$ cat config.mk
export PLATFORM = sky130hd
export DESIGN_NAME = rle_image_decoder_flat
export DESIGN_NICKNAME = d
export VERILOG_FILES = /design/src/design/rid_pkg.sv /design/src/design/rid_in_if.sv /design/src/design/rid_out_if.sv /design/src/design/rid_queue.sv /design/src/design/rid_front.sv /design/src/design/rid_back.sv /design/src/design/rle_image_decoder.sv /design/src/flat_wrapper.sv
export VERILOG_INCLUDE_DIRS = /design/src /design/src/design
export SDC_FILE = /design/constraint.sdc
export NUM_CORES = 1
export LEC_CHECK = 0
export ABC_AREA = 1
export BUFFER_PORTS_ARGS = -buffer_cell sky130_fd_sc_hd__buf_2
export CAP_MARGIN = 20
export CORE_MARGIN = 10
export CORE_UTILIZATION = 35
export CTS_CLUSTER_DIAMETER = 60
export DETAILED_ROUTE_END_ITERATION = 12
export PLACE_DENSITY = 0.55
export SYNTH_ARGS = -nofsm -noshare
export SYNTH_HDL_FRONTEND = slang
export SYNTH_SLANG_ARGS = --single-unit
$ cat constraint.sdc
create_clock -name i_clk -period 6.7 [get_ports i_clk]
set_input_delay 1.34 -clock i_clk [delete_from_list [all_inputs] [get_ports i_clk]]
set_output_delay 1.34 -clock i_clk [all_outputs]
set_load 0.1 [all_outputs]
$ cat src/design/rle_image_decoder_assert.svh
// assertion macros for the run-length image decoder
`ifndef RLE_IMAGE_DECODER_ASSERT_SVH
`define RLE_IMAGE_DECODER_ASSERT_SVH

// same-cycle implication, sampled on i_clk, off during reset
`define RID_ASSERT_IMP(lbl, pre, post) \
    lbl: assert property (@(posedge i_clk) disable iff (!i_rst_n) (pre) |-> (post)) \
        else $error("rid: implication check failed");

// next-cycle implication, sampled on i_clk, off during reset
`define RID_ASSERT_NXT(lbl, pre, post) \
    lbl: assert property (@(posedge i_clk) disable iff (!i_rst_n) (pre) |=> (post)) \
        else $error("rid: next-cycle check failed");

`endif

$ cat src/design/rid_pkg.sv
// shared types and constants of the run-length image decoder
`timescale 1ns / 1ps

package rid_pkg;

    localparam logic [7:0] RUN_FIRST_CODE = 8'hC1;
    localparam logic [7:0] RUN_BASE       = 8'hC0;

    localparam logic [15:0] MAX_WIDTH_RESET  = 16'd640;
    localparam logic [15:0] MAX_HEIGHT_RESET = 16'd480;

    localparam int QUEUE_DEPTH = 4;

    // configuration register indexes
    localparam logic CFG_MAX_WIDTH  = 1'b0;
    localparam logic CFG_MAX_HEIGHT = 1'b1;

    typedef enum logic [2:0] {
        ST_PIXEL      = 3'd0,
        ST_DONE       = 3'd1,
        ST_BAD_HEADER = 3'd2,
        ST_OVERRUN    = 3'd3,
        ST_TRUNCATED  = 3'd4,
        ST_TRAILING   = 3'd5
    } t_status;

    typedef enum logic [2:0] {
        HDR_W_LO = 3'd0,
        HDR_W_HI = 3'd1,
        HDR_H_LO = 3'd2,
        HDR_H_HI = 3'd3,
        HDR_BODY = 3'd4
    } t_hdr_pos;

    // one command for the back end: count results of value, status on the last
    typedef struct packed {
        logic [7:0] value;
        logic [5:0] count;
        t_status    status;
    } t_cmd;

    typedef struct packed {
        logic full;
        logic valid;
    } t_q_stat;

    typedef struct packed {
        logic busy;
        logic pop;
    } t_back_stat;

endpackage

$ cat src/design/rid_in_if.sv
// input byte channel of the run-length image decoder
`timescale 1ns / 1ps

interface rid_in_if;
    logic       valid;
    logic       ready;
    logic [7:0] data_byte;
    logic       final_byte;

    modport source (output valid, output data_byte, output final_byte, input ready);
    modport sink   (input valid, input data_byte, input final_byte, output ready);
endinterface

$ cat src/design/rid_out_if.sv
// result channel of the run-length image decoder
`timescale 1ns / 1ps

interface rid_out_if;
    logic       valid;
    logic       ready;
    logic [7:0] pixel;
    logic [2:0] status;
    logic       run_end;

    modport source (output valid, output pixel, output status, output run_end, input ready);
    modport sink   (input valid, input pixel, input status, input run_end, output ready);
endinterface

$ cat src/design/rid_queue.sv
// command queue between the byte parser and the pixel expander
`timescale 1ns / 1ps

module rid_queue #(
    parameter int DEPTH = rid_pkg::QUEUE_DEPTH
) (
    input  logic            i_clk,
    input  logic            i_rst_n,
    input  logic            i_push,
    input  rid_pkg::t_cmd   i_cmd,
    input  logic            i_pop,
    output rid_pkg::t_q_stat o_stat,
    output rid_pkg::t_cmd   o_cmd
);

    localparam int PW = (DEPTH > 1) ? $clog2(DEPTH) : 1;
    localparam int CW = $clog2(DEPTH + 1);

    rid_pkg::t_cmd r_mem [DEPTH];
    logic [PW-1:0] r_wr_ptr, n_wr_ptr;
    logic [PW-1:0] r_rd_ptr, n_rd_ptr;
    logic [CW-1:0] r_count, n_count;

    logic do_push, do_pop;

    assign o_stat.full  = (r_count == CW'(DEPTH));
    assign o_stat.valid = (r_count != '0);
    assign o_cmd        = r_mem[r_rd_ptr];

    assign do_push = i_push && !o_stat.full;
    assign do_pop  = i_pop && o_stat.valid;

    always_comb begin
        n_wr_ptr = r_wr_ptr;
        n_rd_ptr = r_rd_ptr;
        n_count  = r_count;
        if (do_push) begin
            n_wr_ptr = (r_wr_ptr == PW'(DEPTH - 1)) ? '0 : r_wr_ptr + 1'b1;
        end
        if (do_pop) begin
            n_rd_ptr = (r_rd_ptr == PW'(DEPTH - 1)) ? '0 : r_rd_ptr + 1'b1;
        end
        if (do_push && !do_pop) begin
            n_count = r_count + 1'b1;
        end else if (do_pop && !do_push) begin
            n_count = r_count - 1'b1;
        end
    end

    always_ff @(posedge i_clk) begin
        if (!i_rst_n) begin
            r_wr_ptr <= '0;
            r_rd_ptr <= '0;
            r_count  <= '0;
        end else begin
            r_wr_ptr <= n_wr_ptr;
            r_rd_ptr <= n_rd_ptr;
            r_count  <= n_count;
        end
    end

    always_ff @(posedge i_clk) begin
        if (do_push) begin
            r_mem[r_wr_ptr] <= i_cmd;
        end
    end

endmodule

$ cat src/design/rid_front.sv
// byte parser: header, run codes, pixel accounting and error handling
`timescale 1ns / 1ps

module rid_front (
    input  logic          i_clk,
    input  logic          i_rst_n,
    rid_in_if.sink        i_in,
    input  logic [15:0]   i_max_width,
    input  logic [15:0]   i_max_height,
    input  logic          i_full,
    output logic          o_push,
    output rid_pkg::t_cmd o_cmd
);

    rid_pkg::t_hdr_pos r_hdr_pos, n_hdr_pos;
    logic [15:0] r_width, n_width;
    logic [7:0]  r_height_lo, n_height_lo;
    logic [31:0] r_pixels_left, n_pixels_left;
    logic        r_run_wait, n_run_wait;
    logic [5:0]  r_run_len, n_run_len;
    logic        r_err, n_err;

    logic        accept;
    logic [7:0]  b;
    logic        fin;
    logic [15:0] height;
    logic        bad_hdr;
    logic [31:0] area;
    logic [5:0]  count;
    logic        do_emit;
    logic        rearm;

    assign i_in.ready = !i_full;
    assign accept     = i_in.valid && i_in.ready;
    assign b          = i_in.data_byte;
    assign fin        = i_in.final_byte;
    assign height     = {b, r_height_lo};
    assign area       = r_width * height;
    assign bad_hdr    = (r_width == '0) || (height == '0) ||
                        (r_width > i_max_width) || (height > i_max_height);

    always_comb begin
        n_hdr_pos     = r_hdr_pos;
        n_width       = r_width;
        n_height_lo   = r_height_lo;
        n_pixels_left = r_pixels_left;
        n_run_wait    = r_run_wait;
        n_run_len     = r_run_len;
        n_err         = r_err;
        o_push        = 1'b0;
        o_cmd.value   = '0;
        o_cmd.count   = 6'd1;
        o_cmd.status  = rid_pkg::ST_PIXEL;
        count         = 6'd1;
        do_emit       = 1'b0;
        rearm         = 1'b0;

        if (accept) begin
            if (r_err) begin
                rearm = fin;
            end else if (r_hdr_pos != rid_pkg::HDR_BODY) begin
                case (r_hdr_pos)
                    rid_pkg::HDR_W_LO: begin
                        n_width   = {8'd0, b};
                        n_hdr_pos = rid_pkg::HDR_W_HI;
                    end
                    rid_pkg::HDR_W_HI: begin
                        n_width   = {b, r_width[7:0]};
                        n_hdr_pos = rid_pkg::HDR_H_LO;
                    end
                    rid_pkg::HDR_H_LO: begin
                        n_height_lo = b;
                        n_hdr_pos   = rid_pkg::HDR_H_HI;
                    end
                    default: begin
                        n_hdr_pos = rid_pkg::HDR_BODY;
                    end
                endcase
                if (r_hdr_pos == rid_pkg::HDR_H_HI && bad_hdr) begin
                    o_push       = 1'b1;
                    o_cmd.status = rid_pkg::ST_BAD_HEADER;
                    rearm        = fin;
                    n_err        = !fin;
                end else begin
                    if (r_hdr_pos == rid_pkg::HDR_H_HI) begin
                        n_pixels_left = area;
                    end
                    if (fin) begin
                        o_push       = 1'b1;
                        o_cmd.status = rid_pkg::ST_TRUNCATED;
                        rearm        = 1'b1;
                    end
                end
            end else if (r_pixels_left == '0) begin
                o_push       = 1'b1;
                o_cmd.status = rid_pkg::ST_TRAILING;
                rearm        = fin;
                n_err        = !fin;
            end else if (r_run_wait) begin
                n_run_wait = 1'b0;
                n_run_len  = '0;
                count      = r_run_len;
                if ({26'd0, r_run_len} > r_pixels_left) begin
                    o_push       = 1'b1;
                    o_cmd.status = rid_pkg::ST_OVERRUN;
                    rearm        = fin;
                    n_err        = !fin;
                end else begin
                    do_emit = 1'b1;
                end
            end else if (b >= rid_pkg::RUN_FIRST_CODE) begin
                if (fin) begin
                    o_push       = 1'b1;
                    o_cmd.status = rid_pkg::ST_TRUNCATED;
                    rearm        = 1'b1;
                end else begin
                    n_run_wait = 1'b1;
                    n_run_len  = 6'(b - rid_pkg::RUN_BASE);
                end
            end else begin
                do_emit = 1'b1;
            end

            if (do_emit) begin
                o_push = 1'b1;
                if (fin && ({26'd0, count} != r_pixels_left)) begin
                    o_cmd.status = rid_pkg::ST_TRUNCATED;
                    rearm        = 1'b1;
                end else begin
                    n_pixels_left = r_pixels_left - {26'd0, count};
                    o_cmd.value   = b;
                    o_cmd.count   = count;
                    o_cmd.status  = fin ? rid_pkg::ST_DONE : rid_pkg::ST_PIXEL;
                    rearm         = fin;
                end
            end

            // back to waiting for a new header
            if (rearm) begin
                n_hdr_pos     = rid_pkg::HDR_W_LO;
                n_width       = '0;
                n_height_lo   = '0;
                n_pixels_left = '0;
                n_run_wait    = 1'b0;
                n_run_len     = '0;
                n_err         = 1'b0;
            end
        end
    end

    always_ff @(posedge i_clk) begin
        if (!i_rst_n) begin
            r_hdr_pos     <= rid_pkg::HDR_W_LO;
            r_width       <= '0;
            r_height_lo   <= '0;
            r_pixels_left <= '0;
            r_run_wait    <= 1'b0;
            r_run_len     <= '0;
            r_err         <= 1'b0;
        end else begin
            r_hdr_pos     <= n_hdr_pos;
            r_width       <= n_width;
            r_height_lo   <= n_height_lo;
            r_pixels_left <= n_pixels_left;
            r_run_wait    <= n_run_wait;
            r_run_len     <= n_run_len;
            r_err         <= n_err;
        end
    end

endmodule

$ cat src/design/rid_back.sv
// pixel expander: turns queued commands into result words
`timescale 1ns / 1ps

module rid_back (
    input  logic               i_clk,
    input  logic               i_rst_n,
    input  rid_pkg::t_q_stat   i_q_stat,
    input  rid_pkg::t_cmd      i_cmd,
    output rid_pkg::t_back_stat o_stat,
    rid_out_if.source          o_out
);

    logic            r_busy;
    logic [7:0]      r_value;
    logic [5:0]      r_cnt;
    rid_pkg::t_status r_status;

    logic            r_out_valid;
    logic [7:0]      r_out_pixel;
    rid_pkg::t_status r_out_status;
    logic            r_out_end;

    logic emit;
    logic last;
    logic pop;

    assign emit = r_busy && (!r_out_valid || o_out.ready);
    assign last = (r_cnt == 6'd1);
    // take the next command when idle, or in the cycle the current one gives its last word
    assign pop  = i_q_stat.valid && (!r_busy || (emit && last));

    assign o_stat.busy = r_busy;
    assign o_stat.pop  = pop;

    assign o_out.valid   = r_out_valid;
    assign o_out.pixel   = r_out_pixel;
    assign o_out.status  = r_out_status;
    assign o_out.run_end = r_out_end;

    always_ff @(posedge i_clk) begin
        if (!i_rst_n) begin
            r_busy <= 1'b0;
        end else if (pop) begin
            r_busy <= 1'b1;
        end else if (emit && last) begin
            r_busy <= 1'b0;
        end
    end

    always_ff @(posedge i_clk) begin
        if (pop) begin
            r_value  <= i_cmd.value;
            r_cnt    <= i_cmd.count;
            r_status <= i_cmd.status;
        end else if (emit) begin
            r_cnt <= r_cnt - 1'b1;
        end
    end

    always_ff @(posedge i_clk) begin
        if (!i_rst_n) begin
            r_out_valid <= 1'b0;
        end else if (emit) begin
            r_out_valid <= 1'b1;
        end else if (o_out.ready) begin
            r_out_valid <= 1'b0;
        end
    end

    always_ff @(posedge i_clk) begin
        if (emit) begin
            r_out_pixel  <= r_value;
            r_out_status <= last ? r_status : rid_pkg::ST_PIXEL;
            r_out_end    <= last;
        end
    end

endmodule

$ cat src/design/rle_image_decoder.sv
// top level of the run-length image decoder
//
//  channel   dir   word                              handshake
//  i_in      in    data_byte[7:0], final_byte        valid / ready
//  o_out     out   pixel[7:0], status[2:0], run_end  valid / ready
//  i_cfg_*   in    index[0], data[15:0]              write enable, no wait
//
// the parser takes one byte per cycle while the command queue has room
// each queued command gives 1 to 63 result words, one per cycle from the expander while o_out takes them
// so a literal byte gives one result word, a run gives as many words as its length
// stalls on o_out back up through the queue to i_in.ready
// synchronous active-low reset; limits reset to 640 x 480
`timescale 1ns / 1ps
`include "rle_image_decoder_assert.svh"

module rle_image_decoder #(
    parameter int QUEUE_DEPTH = rid_pkg::QUEUE_DEPTH
) (
    input  logic        i_clk,
    input  logic        i_rst_n,
    rid_in_if.sink      i_in,
    rid_out_if.source   o_out,
    input  logic        i_cfg_we,
    input  logic        i_cfg_index,
    input  logic [15:0] i_cfg_data
);

    logic [15:0] r_max_width;
    logic [15:0] r_max_height;

    logic                push;
    rid_pkg::t_cmd       push_cmd;
    rid_pkg::t_cmd       head_cmd;
    rid_pkg::t_q_stat    q_stat;
    rid_pkg::t_back_stat back_stat;

    always_ff @(posedge i_clk) begin
        if (!i_rst_n) begin
            r_max_width  <= rid_pkg::MAX_WIDTH_RESET;
            r_max_height <= rid_pkg::MAX_HEIGHT_RESET;
        end else if (i_cfg_we) begin
            case (i_cfg_index)
                rid_pkg::CFG_MAX_WIDTH:  r_max_width  <= i_cfg_data;
                rid_pkg::CFG_MAX_HEIGHT: r_max_height <= i_cfg_data;
                default: ;
            endcase
        end
    end

    rid_front u_front (
        .i_clk        (i_clk),
        .i_rst_n      (i_rst_n),
        .i_in         (i_in),
        .i_max_width  (r_max_width),
        .i_max_height (r_max_height),
        .i_full       (q_stat.full),
        .o_push       (push),
        .o_cmd        (push_cmd)
    );

    rid_queue #(
        .DEPTH (QUEUE_DEPTH)
    ) u_queue (
        .i_clk   (i_clk),
        .i_rst_n (i_rst_n),
        .i_push  (push),
        .i_cmd   (push_cmd),
        .i_pop   (back_stat.pop),
        .o_stat  (q_stat),
        .o_cmd   (head_cmd)
    );

    rid_back u_back (
        .i_clk    (i_clk),
        .i_rst_n  (i_rst_n),
        .i_q_stat (q_stat),
        .i_cmd    (head_cmd),
        .o_stat   (back_stat),
        .o_out    (o_out)
    );

    // a full queue must hold off the byte side
    `RID_ASSERT_IMP(a_full_blocks_input, q_stat.full, !i_in.ready)
    // error and completion words always close the word group of their byte
    `RID_ASSERT_IMP(a_status_closes_run, o_out.valid && (o_out.status != rid_pkg::ST_PIXEL), o_out.run_end)
    // nothing queued and nothing in flight means no fresh word next cycle
    `RID_ASSERT_NXT(a_idle_no_word, !back_stat.busy && !q_stat.valid && o_out.ready, !o_out.valid)

endmodule
$ cat src/flat_wrapper.sv
// flat-port wrapper written by rule: the top's interface ports become plain ports
module rle_image_decoder_flat 
#(
    parameter int QUEUE_DEPTH = rid_pkg::QUEUE_DEPTH
)
  (i_clk, i_rst_n, i_cfg_we, i_cfg_index, i_cfg_data, i_in_valid, i_in_data_byte, i_in_final_byte, i_in_ready, o_out_valid, o_out_pixel, o_out_status, o_out_run_end, o_out_ready);
  rid_in_if i_in_i ();
  rid_out_if o_out_i ();
  input  logic i_clk;
  input  logic i_rst_n;
  input  logic i_cfg_we;
  input  logic i_cfg_index;
  input  logic [15:0] i_cfg_data;
  input wire logic [$bits(i_in_i.valid)-1:0] i_in_valid;
  input wire logic [$bits(i_in_i.data_byte)-1:0] i_in_data_byte;
  input wire logic [$bits(i_in_i.final_byte)-1:0] i_in_final_byte;
  output wire logic [$bits(i_in_i.ready)-1:0] i_in_ready;
  output wire logic [$bits(o_out_i.valid)-1:0] o_out_valid;
  output wire logic [$bits(o_out_i.pixel)-1:0] o_out_pixel;
  output wire logic [$bits(o_out_i.status)-1:0] o_out_status;
  output wire logic [$bits(o_out_i.run_end)-1:0] o_out_run_end;
  input wire logic [$bits(o_out_i.ready)-1:0] o_out_ready;
  assign i_in_i.valid = i_in_valid;
  assign i_in_i.data_byte = i_in_data_byte;
  assign i_in_i.final_byte = i_in_final_byte;
  assign i_in_ready = i_in_i.ready;
  assign o_out_valid = o_out_i.valid;
  assign o_out_pixel = o_out_i.pixel;
  assign o_out_status = o_out_i.status;
  assign o_out_run_end = o_out_i.run_end;
  assign o_out_i.ready = o_out_ready;
  rle_image_decoder #(.QUEUE_DEPTH(QUEUE_DEPTH)) u_core (.i_clk(i_clk), .i_rst_n(i_rst_n), .i_in(i_in_i), .o_out(o_out_i), .i_cfg_we(i_cfg_we), .i_cfg_index(i_cfg_index), .i_cfg_data(i_cfg_data));
endmodule
Yosys cells after proc, flatten, opt, wreduce, memory -nomap -nowiden. Memory sizes are Yosys's and may differ from the RTL's. A register that Yosys moved wholly into a read port is not among the register bits. Cells that the tools add are included. W data, S select, Z words.

Memories: 1. Word-level logic and storage cells: 190. Input bits: 31. Output and inout bits: 14. RAM bits: 68. Flip-flop bits (word level): 137.

Equal/unequal tests: 14. $lt $le $gt $ge: 4. Add/subtract/negate cells: 7. Bitwise logic cells: 1. Reduce and logical (&&, ||, !) cells: 43. Multiplexer cells: 98. $mul: 1.

Memories: u_core.u_queue.r_mem (depth 4, width 17, read ports 1, clocked after memory_dff 1, write ports 1, RTL line rid_queue.sv:19) `rid_pkg::t_cmd r_mem [DEPTH];`.

Operators by type and width (number): $mux W32 (7); $mux W6 (14); $mux W16 (3); $mux W1 (47); $mux W3 (13); $mux W17 (2); $gt A16 B16 Y1 (2); $gt A6 B32 Y1 (1); $logic_not A16 Y1 (2); $logic_not A32 Y1 (1); $mul A16 B16 Y32 (1); $mux W8 (4); $ne A6 B32 Y1 (1); $pmux W16 S2 (1); $sub A32 B6 Y32 (1); $mux W14 (1); $reduce_bool A2 Y1 (7); $reduce_and A4 Y1 (3); $sub A6 B1 Y6 const B (2); $logic_and A1 B1 Y1 (10); $mux W2 (5); $pmux W3 S3 (1); $reduce_bool A3 Y1 (3); $ge A8 B8 Y1 const B (1); other kinds (20) (35).

Longest topological paths before layout. Gate-level depths: netlist of run 1.

Word-level depth: 15. Mapped depth: 30. Gate-level depth less buffers: 29.

Cells and area by module. Synthesis of run 1 repeated with hierarchy kept, for this count alone.

Cell total of the unflattened synthesis: 2689. Area total of the unflattened synthesis: 20529.7 um2.

By module, submodules not included: rid_front (instances 1, area each 14989.4 um2, cells an instance 2193, seq. area each 1341.3 um2); rid_queue (instances 1, area each 3080.5 um2, cells an instance 235, seq. area each 2222.1 um2); rle_image_decoder (instances 1, area each 1237.4 um2, cells an instance 171, seq. area each 640.6 um2); rid_back (instances 1, area each 1222.4 um2, cells an instance 90, seq. area each 910.9 um2).

Least setup slack after synthesis of run 1. OpenSTA, ideal clock, no wires.

Kind: input port to flip-flop. Start: input i_in_data_byte[0]. End: register u_core.u_front.r_pixels_left[23]. Arrival: 6.297 ns. Setup time: 0.132 ns. Path slack: 0.271 ns. Stages: 25. Required time: 6.568 ns. Path buffers: 2. Cell sequence: buf_2 -> clkbuf_1 -> nand2_1 -> fa_1 -> inv_1 -> fa_1 -> inv_1 -> fa_1 -> inv_1 -> fa_1 -> fa_1 -> inv_1 -> fa_1 -> inv_1 -> ha_1 -> a21oi_1 -> o21ai_0 -> o21ai_0 -> nand3_1 -> nand2_1 -> nand2_1 -> nand3_1 -> nand3_1 -> nand2_1 -> a21oi_1.

Word-level cells in the longest chain between the ends: 11. Elaborated cells on any way between the ends: 29. Those cells by class: 1 x mul; 2 x order compare; 21 x mux; 5 x reduce/logical.

Ends and longest elaborated chain: start, declared (RTL line flat_wrapper.sv:15) `input wire logic [$bits(i_in_i.data_byte)-1:0] i_in_data_byte;`; branches (longest 10 deep; another with $mul A16 B16 Y32); $mux W32 (*) (RTL line rid_front.sv:139) `if (rearm) begin`; end signal, assigned (RTL line rid_front.sv:164) `r_pixels_left <= n_pixels_left;`; end, declared (RTL line rid_front.sv:18) `logic [31:0] r_pixels_left, n_pixels_left;`.

Every way passes the cells marked *. The select of a mux whose other input is x is not followed. A chain may end at the register's enable or synchronous reset.

Worst setup path in the final report of run 1.
Start: input i_in_data_byte[0]. End: register u_core.u_front.r_pixels_left[16].

The elaborated chain is that of the path after synthesis.

==> impl_metrics.csv, run 1 <==
group,metric,value,unit
critical_path,ff2ff_path_depth,21,
synthesis,synth.net_count,2980,
synthesis,yosysWarningCount,0,
clock_tree,clock_buffers_created_by_tritoncts,25,
critical_path,r2r_end,"u_core.u_front.r_pixels_left[16]",
cells_and_area,final_cell_area,22000,µm²
hold_path,hold_depth,0,
floorplanning,fp.coreArea,56280,µm²
global_route,grt_pass1_wl,89300,µm
power_and_ir_drop,intPower,3.096,mW
routing,num_vias,16630,
cells_and_area,final_layout_size_suffix_gt1_share,8.528,%
synthesis,yosys.area.top_type_share,19.73,%
flow_run,drv.max_cap_violation_count,0,
synthesis,mean_post_synth_cell_area,7.659,µm²
global_route,groute.usage.overall,16.24,%
sta,slew_headroom,27.87,%
cells_and_area,filler_cell_count,5827,
sta,finalCritPeriodShare,94.70,%
synthesis,post_synth_inst_count,2597,
power_and_ir_drop,relative_contribution_of_the_clock_network_to_total_power,25.0,%
synthesis,mappedNetlistArea,19890,µm²
cells_and_area,flow.area_growth_from_synthesis,10.59,%
synthesis,netlist_top_cells_area,"sky130_fd_sc_hd__fa_1 20%, sky130_fd_sc_hd__edfxtp_1 15%, sky130_fd_sc_hd__nand2_1 12%",
power_and_ir_drop,seq_power_share,31.0,%
routing,first_iter_violations,963,
place,io_buffers,44,
clock_tree,level_count_of_the_clock_h_tree,1,
power_and_ir_drop,total_power,5.341,mW
synthesis,synth-seq-cells,207,
cells_and_area,seqCellArea,5116,µm²
clock_tree,cts_tree,"done",
sta,max_clock_freq,0.1576,GHz
critical_path,largest_driver_fanout_on_the_critical_path,11,
synthesis,synthDistinctLibCells,47,
global_route,grt_pass1_vias,16868,
floorplanning,die_area,66770,µm²
critical_path,critPathLaunchType,"primary input",
clock_tree,cts_sinks,207,
clock_tree,cts_max_path_buffers,3,
place,hpwl,41940,µm
sta,actual_transition_at_the_worst_max_transition_pin,1.081,ns
synthesis,number_of_enable_type_register_cells_in_the_synthesized_netlist,97,
global_route,grt_max_degree,63,
synthesis,yosys_most_used_dff,"sky130_fd_sc_hd__dfxtp_1",
sta,report.final.setup_viol,0,
cells_and_area,diodes,0,
floorplanning,die_height,258.4,µm
floorplanning,floorplan.initialDensity,35.34,%
floorplanning,die_width,258.4,µm
hold_path,holdCritStartpoint,"u_core.u_back.r_value[1]",
clock_tree,clkSlewWorstSetupHoldPaths,0.06,ns
place,detailed_place.area,21150,µm²
synthesis,yosysTopAreaCell,"sky130_fd_sc_hd__fa_1",
routing,firstDrtPassIters,6,
routing,vias_per_cell,4.883,
synthesis,synth_async_sr_flop_share,0,%
cells_and_area,area_of_the_multi_input_gates,12310,µm²
power_and_ir_drop,combinationalPowerShare,44.0,%
critical_path,timing_worst_setup_path_type,"in2reg",
power_and_ir_drop,p_sw,2.246,mW
sta,finalWorstPathRequiredPeriod,6.345,ns
synthesis,synth.most_common_cell,"sky130_fd_sc_hd__nand2_1",
place,place_congestion,0.8969,
power_and_ir_drop,static-leakage-power,11.12,nW
clock_tree,root_buffer,"sky130_fd_sc_hd__clkbuf_16",
global_route,antenna_found_initial,0,
power_and_ir_drop,peak_ir_drop_on_the_vdd_network,282.4,µV
synthesis,synth-seq-area-share,25.72,%
power_and_ir_drop,netSwitchingFraction,42.04,%
critical_path,worstPathArrival,6.81,ns
sta,timing_max_transition_violations_final,0,
cells_and_area,final_net_count,3014,
routing,drt-wirelength-per-cell,15.84,µm
sta,finClkSkew,0.01646,ns
critical_path,worst_r2r_startpoint,"u_core.u_front.r_height_lo[3]",
clock_tree,worstSkewPairLatency,0.55,ns
critical_path,reg2reg_setup_slack,0.44,ns
critical_path,endpoint_kind,"flop",
routing,antenna_violating_nets_post_route,0,
routing,drt_wl_total,53950,µm
sta,rsz_0062_raised_after_global_routing,"false",
routing,drt_drc_violations_left,0,
hold_path,hold-path-endpoint,"u_core.u_back.o_out.pixel[1]",
critical_path,worstPathRequired,7.17,ns
global_route,final_global_route_overflow_total,0,
floorplanning,boundary_pins,45,
synthesis,yosys-top-cells-count,"628 x sky130_fd_sc_hd__nand2_1, 498 x sky130_fd_sc_hd__inv_1, 199 x sky130_fd_sc_hd__nor2_1",
status,outcome,"finished, final reports clean",
sta,final_hold_violating_endpoints,0,
floorplanning,placementRows,87,
hold_path,min-delay-path-class,"reg2reg",
power_and_ir_drop,total_power_density_per_cell_area,242.8,nW/µm²
registers in the layout, summed over array words and instances (netlist names), named ones only:
| signal | flops |
|---|---|
| u_core.u_front.r_run_len | 6 |
| u_core.u_back.o_out.pixel | 8 |
| u_core.r_max_width | 16 |
| u_core.u_front.r_height_lo | 8 |
| u_core.u_back.o_out.valid | 1 |
| u_core.u_front.r_hdr_pos | 3 |
| u_core.u_queue.r_mem | 68 |
| u_core.u_back.r_status | 3 |
| u_core.u_queue.r_wr_ptr | 2 |
| u_core.u_back.r_busy | 1 |
| u_core.u_front.r_run_wait | 1 |
| u_core.u_front.r_pixels_left | 32 |
| u_core.u_front.r_width | 16 |
| u_core.u_back.o_out.status | 3 |
| u_core.u_front.r_err | 1 |
| u_core.r_max_height | 16 |
| u_core.u_back.r_cnt | 6 |
| u_core.u_back.o_out.run_end | 1 |
| u_core.u_back.r_value | 8 |
| u_core.u_queue.r_count | 3 |
| u_core.u_queue.r_rd_ptr | 2 |
cells by family (layout without fill, tap and decap cells):
family          Yosys count  in the layout  synth area share [%]
compound gates          331            331                 8.939
xor+xnor                 41             41                 1.805
fa+ha+maj               352            352                 29.54
buf+inv                 638            691                 12.44
flops                   207            207                 25.72
simple gates           1028           1028                 21.56
critical path, cell delays in order:
cell and delay (ns):
sky130_fd_sc_hd__buf_2 0.26, sky130_fd_sc_hd__buf_4 0.20, sky130_fd_sc_hd__nand2_1 0.07, sky130_fd_sc_hd__fa_1 0.49
sky130_fd_sc_hd__inv_1 0.09, sky130_fd_sc_hd__ha_1 0.14, sky130_fd_sc_hd__inv_1 0.05, sky130_fd_sc_hd__fa_1 0.46
sky130_fd_sc_hd__fa_1 0.56, sky130_fd_sc_hd__inv_1 0.05, sky130_fd_sc_hd__fa_1 0.50, sky130_fd_sc_hd__inv_1 0.06
sky130_fd_sc_hd__fa_1 0.56, sky130_fd_sc_hd__inv_1 0.05, sky130_fd_sc_hd__ha_1 0.37, sky130_fd_sc_hd__nand2_1 0.14
sky130_fd_sc_hd__inv_1 0.05, sky130_fd_sc_hd__a21oi_1 0.26, sky130_fd_sc_hd__nand3_1 0.26, sky130_fd_sc_hd__a21oi_1 0.23
sky130_fd_sc_hd__xnor2_1 0.18, sky130_fd_sc_hd__nand3_1 0.11, sky130_fd_sc_hd__nand3_1 0.13, sky130_fd_sc_hd__nand2_1 0.06
sky130_fd_sc_hd__a21oi_1 0.14
power groups by stage:
stage	clock network [mW]	registers (mW)	logic, mW
3_5_place_dp	0	1.68	2.34
6_report	1.33	1.66	2.35
2_1_floorplan	0	1.81	1.43
3_3_place_gp	0	1.68	2.33
5_1_grt	1.42	1.67	2.65
4_1_cts	1.36	1.66	2.37
placed cells by master (no fill, tap or decap), drive strengths merged:
master / n
nand2: 631
dfxtp: 110
clkinvlp: 2
edfxtp: 97
fa: 196
inv: 521
and2: 1
or2: 2
buf: 123
a211oi: 3
o21a: 1
nand3b: 11
a21oi: 179
clkbuf: 33
xnor2: 20
nor3: 21
clkinv: 12
a2111oi: 1
o211a: 1
o22ai: 17
o21ai: 109
a21o: 5
o211ai: 8
nand3: 110
o21bai: 2
nand4: 32
ha: 156
nor4: 4
a31oi: 5
nor2: 216
xor2: 21
worst max path at each step:
stage               slack (ns)  cells past startpoint                          endpoint                           from
floorplan                 0.27                     25  u_core.u_front.r_pixels_left[23]              i_in_data_byte[0]
global placement         -0.18                     26  u_core.u_front.r_pixels_left[21]              i_in_data_byte[0]
detailed placement       -0.28                     26  u_core.u_front.r_pixels_left[21]              i_in_data_byte[0]
CTS                       0.22                     25  u_core.u_front.r_pixels_left[21]  u_core.u_front.r_height_lo[6]
global route             0.006                     26  u_core.u_front.r_pixels_left[21]              i_in_data_byte[0]
finish                    0.36                     25  u_core.u_front.r_pixels_left[16]              i_in_data_byte[0]
metrics by stage:
stage	setup WS, ns	hold WS (ns)	TNS, ns	instances	utilization [%]
after floorplan	0.2711	0.4003	0	2597	-
after global placement	-0.1755	0.4016	-0.9447	3356	37.52
after detailed placement	-0.2777	0.4057	-1.679	3357	37.57
after CTS	0.2200	0.4159	0	3403	39.02
after global routing	0.005875	0.4176	0	3406	39.08
final	0.3554	0.4201	0	3406	39.08
metal layers:
| metal | track usage, % | up-vias | wire (µm) |
|---|---|---|---|
| met5 | 0 | - | 0 |
| met3 | 1.895 | 82 | 2457 |
| met4 | 4.199 | 0 | 1329 |
| met2 | 28.36 | 366 | 25560 |
| li1 | - | 8130 | - |
| met1 | 20.96 | 8052 | 24610 |
cell type report:
type                            count  share of cell area, %
Sequential cell                   207                  23.26
Inverter                          522                  8.919
Clock inverter                     13                 0.5006
Multi-Input combinational cell   1752                  55.98
Timing Repair Buffer              123                  3.823
Tap cell                          756                  4.300
Clock buffer                       33                  3.214
repair_timing:
action,4_1_cts,5_1_grt
hold buffers,0,0
resized for setup,0,2
setup endpoints to repair,0,6
buffers inserted,0,2
No activity file was read; power rests on OpenSTA's default activity.
==> run 2: changes to the inputs <==
- RECOVER_POWER: not set -> 25
==> impl_metrics.csv, run 2 (same netlist as run 1, synthesis figures left out) <==
group,metric,value,unit
cells_and_area,biggest_regs,"u_core.u_queue.r_mem (68), u_core.u_front.r_pixels_left (32)",
floorplanning,die_width,258.4,µm
cells_and_area,diodes,0,
cells_and_area,layout.cells.most_common_list,"628 x sky130_fd_sc_hd__nand2_1, 498 x sky130_fd_sc_hd__inv_1, 196 x sky130_fd_sc_hd__fa_1, 194 x sky130_fd_sc_hd__nor2_1, 173 x sky130_fd_sc_hd__a21oi_1",
clock_tree,cts_tree,"done",
sta,finalCritPeriodShare,94.75,%
sta,max_clock_freq,0.1575,GHz
sta,report.final.setup_viol,0,
routing,drt_wl_total,53970,µm
place,io_buffers,44,
hold_path,hold_depth,0,
routing,drt_drc_violations_left,0,
place,worst_slack_at_placement,-0.2777,ns
global_route,grt_pass1_vias,16868,
power_and_ir_drop,relative_contribution_of_the_clock_network_to_total_power,25.0,%
critical_path,worst_path_largest_cell_delay,0.56,ns
critical_path,timing_worst_setup_path_type,"in2reg",
critical_path,worstSetupStartpoint,"i_in_data_byte[0]",
cells_and_area,final_net_count,3014,
sta,finalWorstPathRequiredPeriod,6.348,ns
power_and_ir_drop,combinationalPowerShare,43.9,%
status,outcome,"complete, but fails checks",
clock_tree,cts_sinks,207,
sta,worst_hold_check_slack,0.4199,ns
critical_path,ff2ff_path_depth,21,
global_route,groute.usage.overall,16.24,%
clock_tree,root_buffer,"sky130_fd_sc_hd__clkbuf_16",
power_and_ir_drop,total_power_density_per_cell_area,242.8,nW/µm²
power_and_ir_drop,netSwitchingFraction,42.05,%
critical_path,worstPathRequired,7.17,ns
clock_tree,level_count_of_the_clock_h_tree,1,
sta,slew_headroom,-11.03,%
routing,first_iter_violations,963,
critical_path,worstPathArrival,6.82,ns
clock_tree,cts_max_path_buffers,3,
sta,actual_transition_at_the_worst_max_transition_pin,1.665,ns
cells_and_area,final_util,39.07,%
cells_and_area,flow.area_growth_from_synthesis,10.54,%
clock_tree,clock_buffers_created_by_tritoncts,25,
sta,rsz_0062_raised_after_global_routing,"false",
sta,worst_slack_setup_final,0.3518,ns
global_route,grt_max_degree,63,
cells_and_area,most_common_cell_after_layout_fill_and_taps_aside,"sky130_fd_sc_hd__nand2_1",
power_and_ir_drop,peak_ir_drop_on_the_vdd_network,282.5,µV
floorplanning,floorplan.initialDensity,35.34,%
place,place_congestion,0.8969,
power_and_ir_drop,static-leakage-power,11.11,nW
place,hpwl,41940,µm
cells_and_area,number_of_flip_flops_under_the_largest_register_name,68,
critical_path,worst_r2r_startpoint,"u_core.u_front.r_height_lo[3]",
power_and_ir_drop,seq_power_share,31.1,%
sta,setup_tns,0,ns
power_and_ir_drop,intPower,3.093,mW
clock_tree,worstSkewPairLatency,0.55,ns
flow_run,drv.max_cap_violation_count,1,
hold_path,min-delay-path-class,"reg2reg",
sta,final_hold_violating_endpoints,0,
global_route,final_global_route_overflow_total,0,
critical_path,endpoint_kind,"flop",
routing,num_vias,16604,
routing,firstDrtPassIters,5,
status,failing_checks,"capacitance limit, slew limit",
global_route,antenna_found_initial,0,
global_route,grt_pass1_wl,89300,µm
power_and_ir_drop,p_sw,2.245,mW
sta,finClkSkew,0.01741,ns
hold_path,hold-path-endpoint,"u_core.u_back.o_out.pixel[4]",
critical_path,largest_driver_fanout_on_the_critical_path,11,
floorplanning,fp.coreArea,56280,µm²
clock_tree,post_cts_hold_buffer_count,0,
cells_and_area,largest_register,"u_core.u_queue.r_mem",
routing,antenna_violating_nets_post_route,0,
critical_path,critPathLaunchType,"primary input",
cells_and_area,final_layout_size_suffix_gt1_share,8.377,%
sta,timing_max_transition_violations_final,48,
critical_path,crit_path_top_delay_cell,"sky130_fd_sc_hd__fa_1",
critical_path,reg2reg_setup_slack,0.42,ns
routing,drt-wirelength-per-cell,15.85,µm
floorplanning,die_height,258.4,µm
floorplanning,die_area,66770,µm²
critical_path,r2r_end,"u_core.u_front.r_pixels_left[20]",
routing,vias_per_cell,4.875,
hold_path,holdCritStartpoint,"u_core.u_back.r_value[4]",
floorplanning,placementRows,87,
floorplanning,boundary_pins,45,
clock_tree,clkSlewWorstSetupHoldPaths,0.06,ns
power_and_ir_drop,total_power,5.338,mW
==> run 2: cell types whose count changed in the layout (fill, tap and decap cells not counted) <==
cell                       previous run  this run
sky130_fd_sc_hd__inv_2               20        19
sky130_fd_sc_hd__clkinv_1             3         4
sky130_fd_sc_hd__buf_2               44        43
sky130_fd_sc_hd__clkbuf_1             4         7
sky130_fd_sc_hd__buf_4               77        75
==> run 2: layout make-up <==
class / instances / area (µm²)
clock inverters: 13 / 110.1
inverters: 522 / 1962
fillers: 5830 / 34290
flip-flops and latches: 207 / 5116
multi-input cells: 1752 / 12310
well taps: 756 / 945.9
repair buffers: 123 / 832.0
clock buffers: 33 / 706.9
==> run 2: through the flow <==
| stage | cells | cell area, µm² |
|---|---|---|
| floorplan | 2597 | 19890 |
| global placement | 3356 | 21120 |
| detailed placement | 3357 | 21150 |
| CTS | 3403 | 21960 |
| global route | 3406 | 21990 |
| finish | 3406 | 21990 |
==> run 2: what timing repair did <==
item,in CTS,in global routing
setup endpoints to repair,0,6
setup buffers,0,2
resized for setup,0,2
endpoints found under the hold margin,0,0
==> run 2: routing by layer <==
metal / global-route usage, % / up-vias / part of all wire (%)
met5: 0 / - / 0
met4: 4.199 / 0 / 2.4
met3: 1.895 / 86 / 4.3
met2: 28.36 / 353 / 47
met1: 20.96 / 8036 / 46
li1: - / 8129 / -
==> run 2: critical path, delay by kind of cell <==
kind            cells  cell delay (ns)
compound gates      2             0.24
xor+xnor            1             0.25
fa+ha+maj           7             3.09
buf+inv             7             0.76
simple gates        8             1.15
==> run 2: worst max-delay path by stage <==
stage | to | cells after the start
2_1_floorplan | u_core.u_front.r_pixels_left[23] | 25
3_3_place_gp | u_core.u_front.r_pixels_left[21] | 26
3_5_place_dp | u_core.u_front.r_pixels_left[21] | 26
4_1_cts | u_core.u_front.r_pixels_left[21] | 25
5_1_grt | u_core.u_front.r_pixels_left[21] | 26
6_report | u_core.u_front.r_pixels_left[20] | 25
==> run 2: power by group through the flow <==
stage | Combinational (mW) | Clock [mW] | Sequential, mW
3_3_place_gp | 2.33 | 0 | 1.68
4_1_cts | 2.37 | 1.36 | 1.66
2_1_floorplan | 1.43 | 0 | 1.81
6_report | 2.34 | 1.34 | 1.66
5_1_grt | 2.65 | 1.42 | 1.67
3_5_place_dp | 2.34 | 0 | 1.68
==> run 3: changes to the inputs <==
- ABC_AREA: 1 -> not set
==> impl_metrics.csv, run 3 <==
group,metric,value,unit
status,outcome,"complete, but fails checks",
status,failing_checks,"capacitance limit, slew limit",
sta,finClkSkew,0.01404,ns
hold_path,min-delay-path-class,"reg2reg",
cells_and_area,flow.area_growth_from_synthesis,12.42,%
cells_and_area,number_of_flip_flops_under_the_largest_register_name,68,
floorplanning,boundary_pins,45,
place,worst_slack_at_placement,-0.2353,ns
power_and_ir_drop,seq_power_share,39.2,%
sta,final_hold_violating_endpoints,0,
routing,first_iter_violations,848,
routing,firstDrtPassIters,5,
synthesis,netlist_top_cells_area,"sky130_fd_sc_hd__fa_1 21%, sky130_fd_sc_hd__edfxtp_1 15%, sky130_fd_sc_hd__dfxtp_1 12%",
critical_path,critPathLaunchType,"primary input",
power_and_ir_drop,netSwitchingFraction,33.64,%
sta,worst_hold_check_slack,0.4169,ns
cells_and_area,biggest_regs,"u_core.u_queue.r_mem (68), u_core.u_front.r_pixels_left (32)",
global_route,antenna_found_initial,0,
synthesis,synth-seq-cells,207,
cells_and_area,most_common_cell_after_layout_fill_and_taps_aside,"sky130_fd_sc_hd__nand2_1",
synthesis,synth.net_count,2420,
synthesis,synth_async_sr_flop_share,0,%
cells_and_area,diodes,0,
flow_run,drv.max_cap_violation_count,1,
power_and_ir_drop,total_power,4.060,mW
cells_and_area,final_util,39.64,%
clock_tree,cts_tree,"done",
floorplanning,die_area,63690,µm²
clock_tree,clkSlewWorstSetupHoldPaths,0.05,ns
routing,drt-wirelength-per-cell,17.61,µm
synthesis,yosys-top-cells-count,"296 x sky130_fd_sc_hd__nand2_1, 286 x sky130_fd_sc_hd__inv_1, 196 x sky130_fd_sc_hd__fa_1",
sta,finalWorstPathRequiredPeriod,6.379,ns
clock_tree,level_count_of_the_clock_h_tree,1,
sta,rsz_0062_raised_after_global_routing,"false",
place,place_congestion,0.8545,
cells_and_area,final_cell_area,21250,µm²
power_and_ir_drop,p_sw,1.366,mW
floorplanning,die_height,252.4,µm
global_route,grt_pass1_vias,15157,
sta,actual_transition_at_the_worst_max_transition_pin,3.548,ns
synthesis,mappedNetlistArea,18900,µm²
clock_tree,post_cts_hold_buffer_count,0,
synthesis,number_of_enable_type_register_cells_in_the_synthesized_netlist,97,
clock_tree,cts_post_setup_buffers_inserted,0,
sta,max_clock_freq,0.1568,GHz
critical_path,worstPathRequired,7.13,ns
clock_tree,cts_sinks,207,
critical_path,reg2reg_setup_slack,0.46,ns
sta,timing_max_transition_violations_final,87,
power_and_ir_drop,intPower,2.694,mW
place,hpwl,39250,µm
floorplanning,die_width,252.4,µm
hold_path,hold-path-endpoint,"u_core.u_back.o_out.pixel[5]",
critical_path,timing_worst_setup_path_type,"in2reg",
routing,drt_drc_violations_left,0,
clock_tree,clock_buffers_created_by_tritoncts,27,
critical_path,endpoint_kind,"flop",
cells_and_area,post_layout_nonfiller_instances,2825,
critical_path,largest_driver_fanout_on_the_critical_path,10,
cells_and_area,filler_cell_count,5363,
clock_tree,cts_max_path_buffers,3,
power_and_ir_drop,peak_ir_drop_on_the_vdd_network,166.0,µV
synthesis,post_synth_inst_count,2037,
global_route,groute.usage.overall,15.74,%
floorplanning,placementRows,85,
sta,setup_tns,0,ns
clock_tree,post_cts.resized_instances,0,
routing,vias_per_cell,5.164,
synthesis,yosys.area.top_type_share,20.76,%
cells_and_area,final_net_count,2491,
routing,antenna_violating_nets_post_route,0,
clock_tree,worstSkewPairLatency,0.55,ns
synthesis,yosysWarningCount,0,
synthesis,synth.most_common_cell,"sky130_fd_sc_hd__nand2_1",
synthesis,synthDistinctLibCells,75,
hold_path,holdCritStartpoint,"u_core.u_back.r_value[5]",
sta,finalCritPeriodShare,95.22,%
synthesis,mean_post_synth_cell_area,9.277,µm²
sta,report.final.setup_viol,0,
critical_path,worst_r2r_startpoint,"u_core.u_front.r_height_lo[6]",
global_route,grt_pass1_wl,81160,µm
floorplanning,fp.coreArea,53600,µm²
power_and_ir_drop,total_power_density_per_cell_area,191.1,nW/µm²
synthesis,yosysTopAreaCell,"sky130_fd_sc_hd__fa_1",
power_and_ir_drop,static-leakage-power,9.511,nW
critical_path,ff2ff_path_depth,21,
power_and_ir_drop,relative_contribution_of_the_clock_network_to_total_power,34.4,%
global_route,final_global_route_overflow_total,0,
routing,num_vias,14587,
sta,slew_headroom,-136.6,%
hold_path,hold_depth,0,
synthesis,synth-seq-area-share,27.07,%
place,io_buffers,44,
floorplanning,floorplan.initialDensity,35.26,%
power_and_ir_drop,combinationalPowerShare,26.4,%
cells_and_area,largest_register,"u_core.u_queue.r_mem",
cells_and_area,final_layout_size_suffix_gt1_share,10.80,%
global_route,grt_max_degree,87,
place,placed_instances,2774,
clock_tree,root_buffer,"sky130_fd_sc_hd__clkbuf_16",
cells_and_area,layout.cells.most_common_list,"296 x sky130_fd_sc_hd__nand2_1, 286 x sky130_fd_sc_hd__inv_1, 196 x sky130_fd_sc_hd__fa_1, 156 x sky130_fd_sc_hd__ha_1, 136 x sky130_fd_sc_hd__and2_1",
sta,worst_slack_setup_final,0.3206,ns
place,detailed_place.area,20380,µm²
critical_path,r2r_end,"u_core.u_front.r_pixels_left[27]",
critical_path,worstPathArrival,6.81,ns
synthesis,yosys_most_used_dff,"sky130_fd_sc_hd__dfxtp_1",
routing,drt_wl_total,49750,µm
==> run 3: logic make-up after synthesis <==
family,Yosys count,synth area share (%)
and+or+nand+nor,677,17.50
DFF,207,27.07
adders and majority gates,352,31.09
AOI/OAI and AO/OA,339,11.94
xor gates and xnor gates,43,1.993
buffers and inverters,395,7.998
muxes,24,2.410
==> run 3: area by class of cell <==
cell class                 count  area [µm²]  area share [%]
timing repair buffer         151        1031           4.853
clock buffer                  37       744.5           3.504
clock inverter                13       117.6          0.5536
sequential                   207        5115           24.08
multi-input combinational   1435       12290           57.86
inverter                     286        1074           5.053
tap                          696       870.8           4.099
==> run 3: worst max-delay path: stages <==
cell                       delay, ns
sky130_fd_sc_hd__buf_2          0.21
sky130_fd_sc_hd__nand2_1        0.11
sky130_fd_sc_hd__fa_1           0.52
sky130_fd_sc_hd__inv_1          0.06
sky130_fd_sc_hd__fa_1           0.50
sky130_fd_sc_hd__inv_1          0.06
sky130_fd_sc_hd__fa_1           0.53
sky130_fd_sc_hd__inv_1          0.06
sky130_fd_sc_hd__fa_1           0.45
sky130_fd_sc_hd__fa_1           0.50
sky130_fd_sc_hd__inv_1          0.06
sky130_fd_sc_hd__fa_1           0.47
sky130_fd_sc_hd__inv_1          0.04
sky130_fd_sc_hd__ha_1           0.34
sky130_fd_sc_hd__a21oi_1        0.15
sky130_fd_sc_hd__o21ai_0        0.13
sky130_fd_sc_hd__nand3b_1       0.20
sky130_fd_sc_hd__o21ai_2        0.21
sky130_fd_sc_hd__o211ai_1       0.12
sky130_fd_sc_hd__a21oi_1        0.23
sky130_fd_sc_hd__xor2_1         0.17
sky130_fd_sc_hd__o221ai_1       0.13
sky130_fd_sc_hd__a22o_1         0.23
==> run 3: worst max-delay path by stage <==
stage / startpoint / to / slack, ns / depth (start not counted)
5_1_grt: i_in_data_byte[1] / u_core.u_front.r_pixels_left[23] / 0.002 / 23
3_5_place_dp: i_in_data_byte[1] / u_core.u_front.r_pixels_left[23] / -0.24 / 23
2_1_floorplan: i_in_data_byte[0] / u_core.u_front.r_pixels_left[30] / 0.008 / 24
6_report: i_in_data_byte[1] / u_core.u_front.r_pixels_left[23] / 0.32 / 23
4_1_cts: i_in_data_byte[1] / u_core.u_front.r_pixels_left[23] / 0.32 / 23
3_3_place_gp: i_in_data_byte[0] / u_core.u_front.r_pixels_left[23] / -0.14 / 23
==> run 3: power groups by stage <==
stage | registers [mW] | logic [mW] | clock network, mW
after floorplan | 1.74 | 0.628 | 0
after global routing | 1.61 | 1.18 | 1.50
after global placement | 1.61 | 1.07 | 0
final | 1.59 | 1.07 | 1.40
after detailed placement | 1.62 | 1.08 | 0
after CTS | 1.59 | 1.09 | 1.44
==> run 3: metal layers <==
metal	vias up	GRT usage, %	wire [µm]	share of wire, %
li1	6873	-	-	-
met2	301	27.15	24550	49
met4	0	3.964	964	1.9
met3	62	2.036	2348	4.7
met1	7351	20.48	21890	44
met5	-	0	0	0
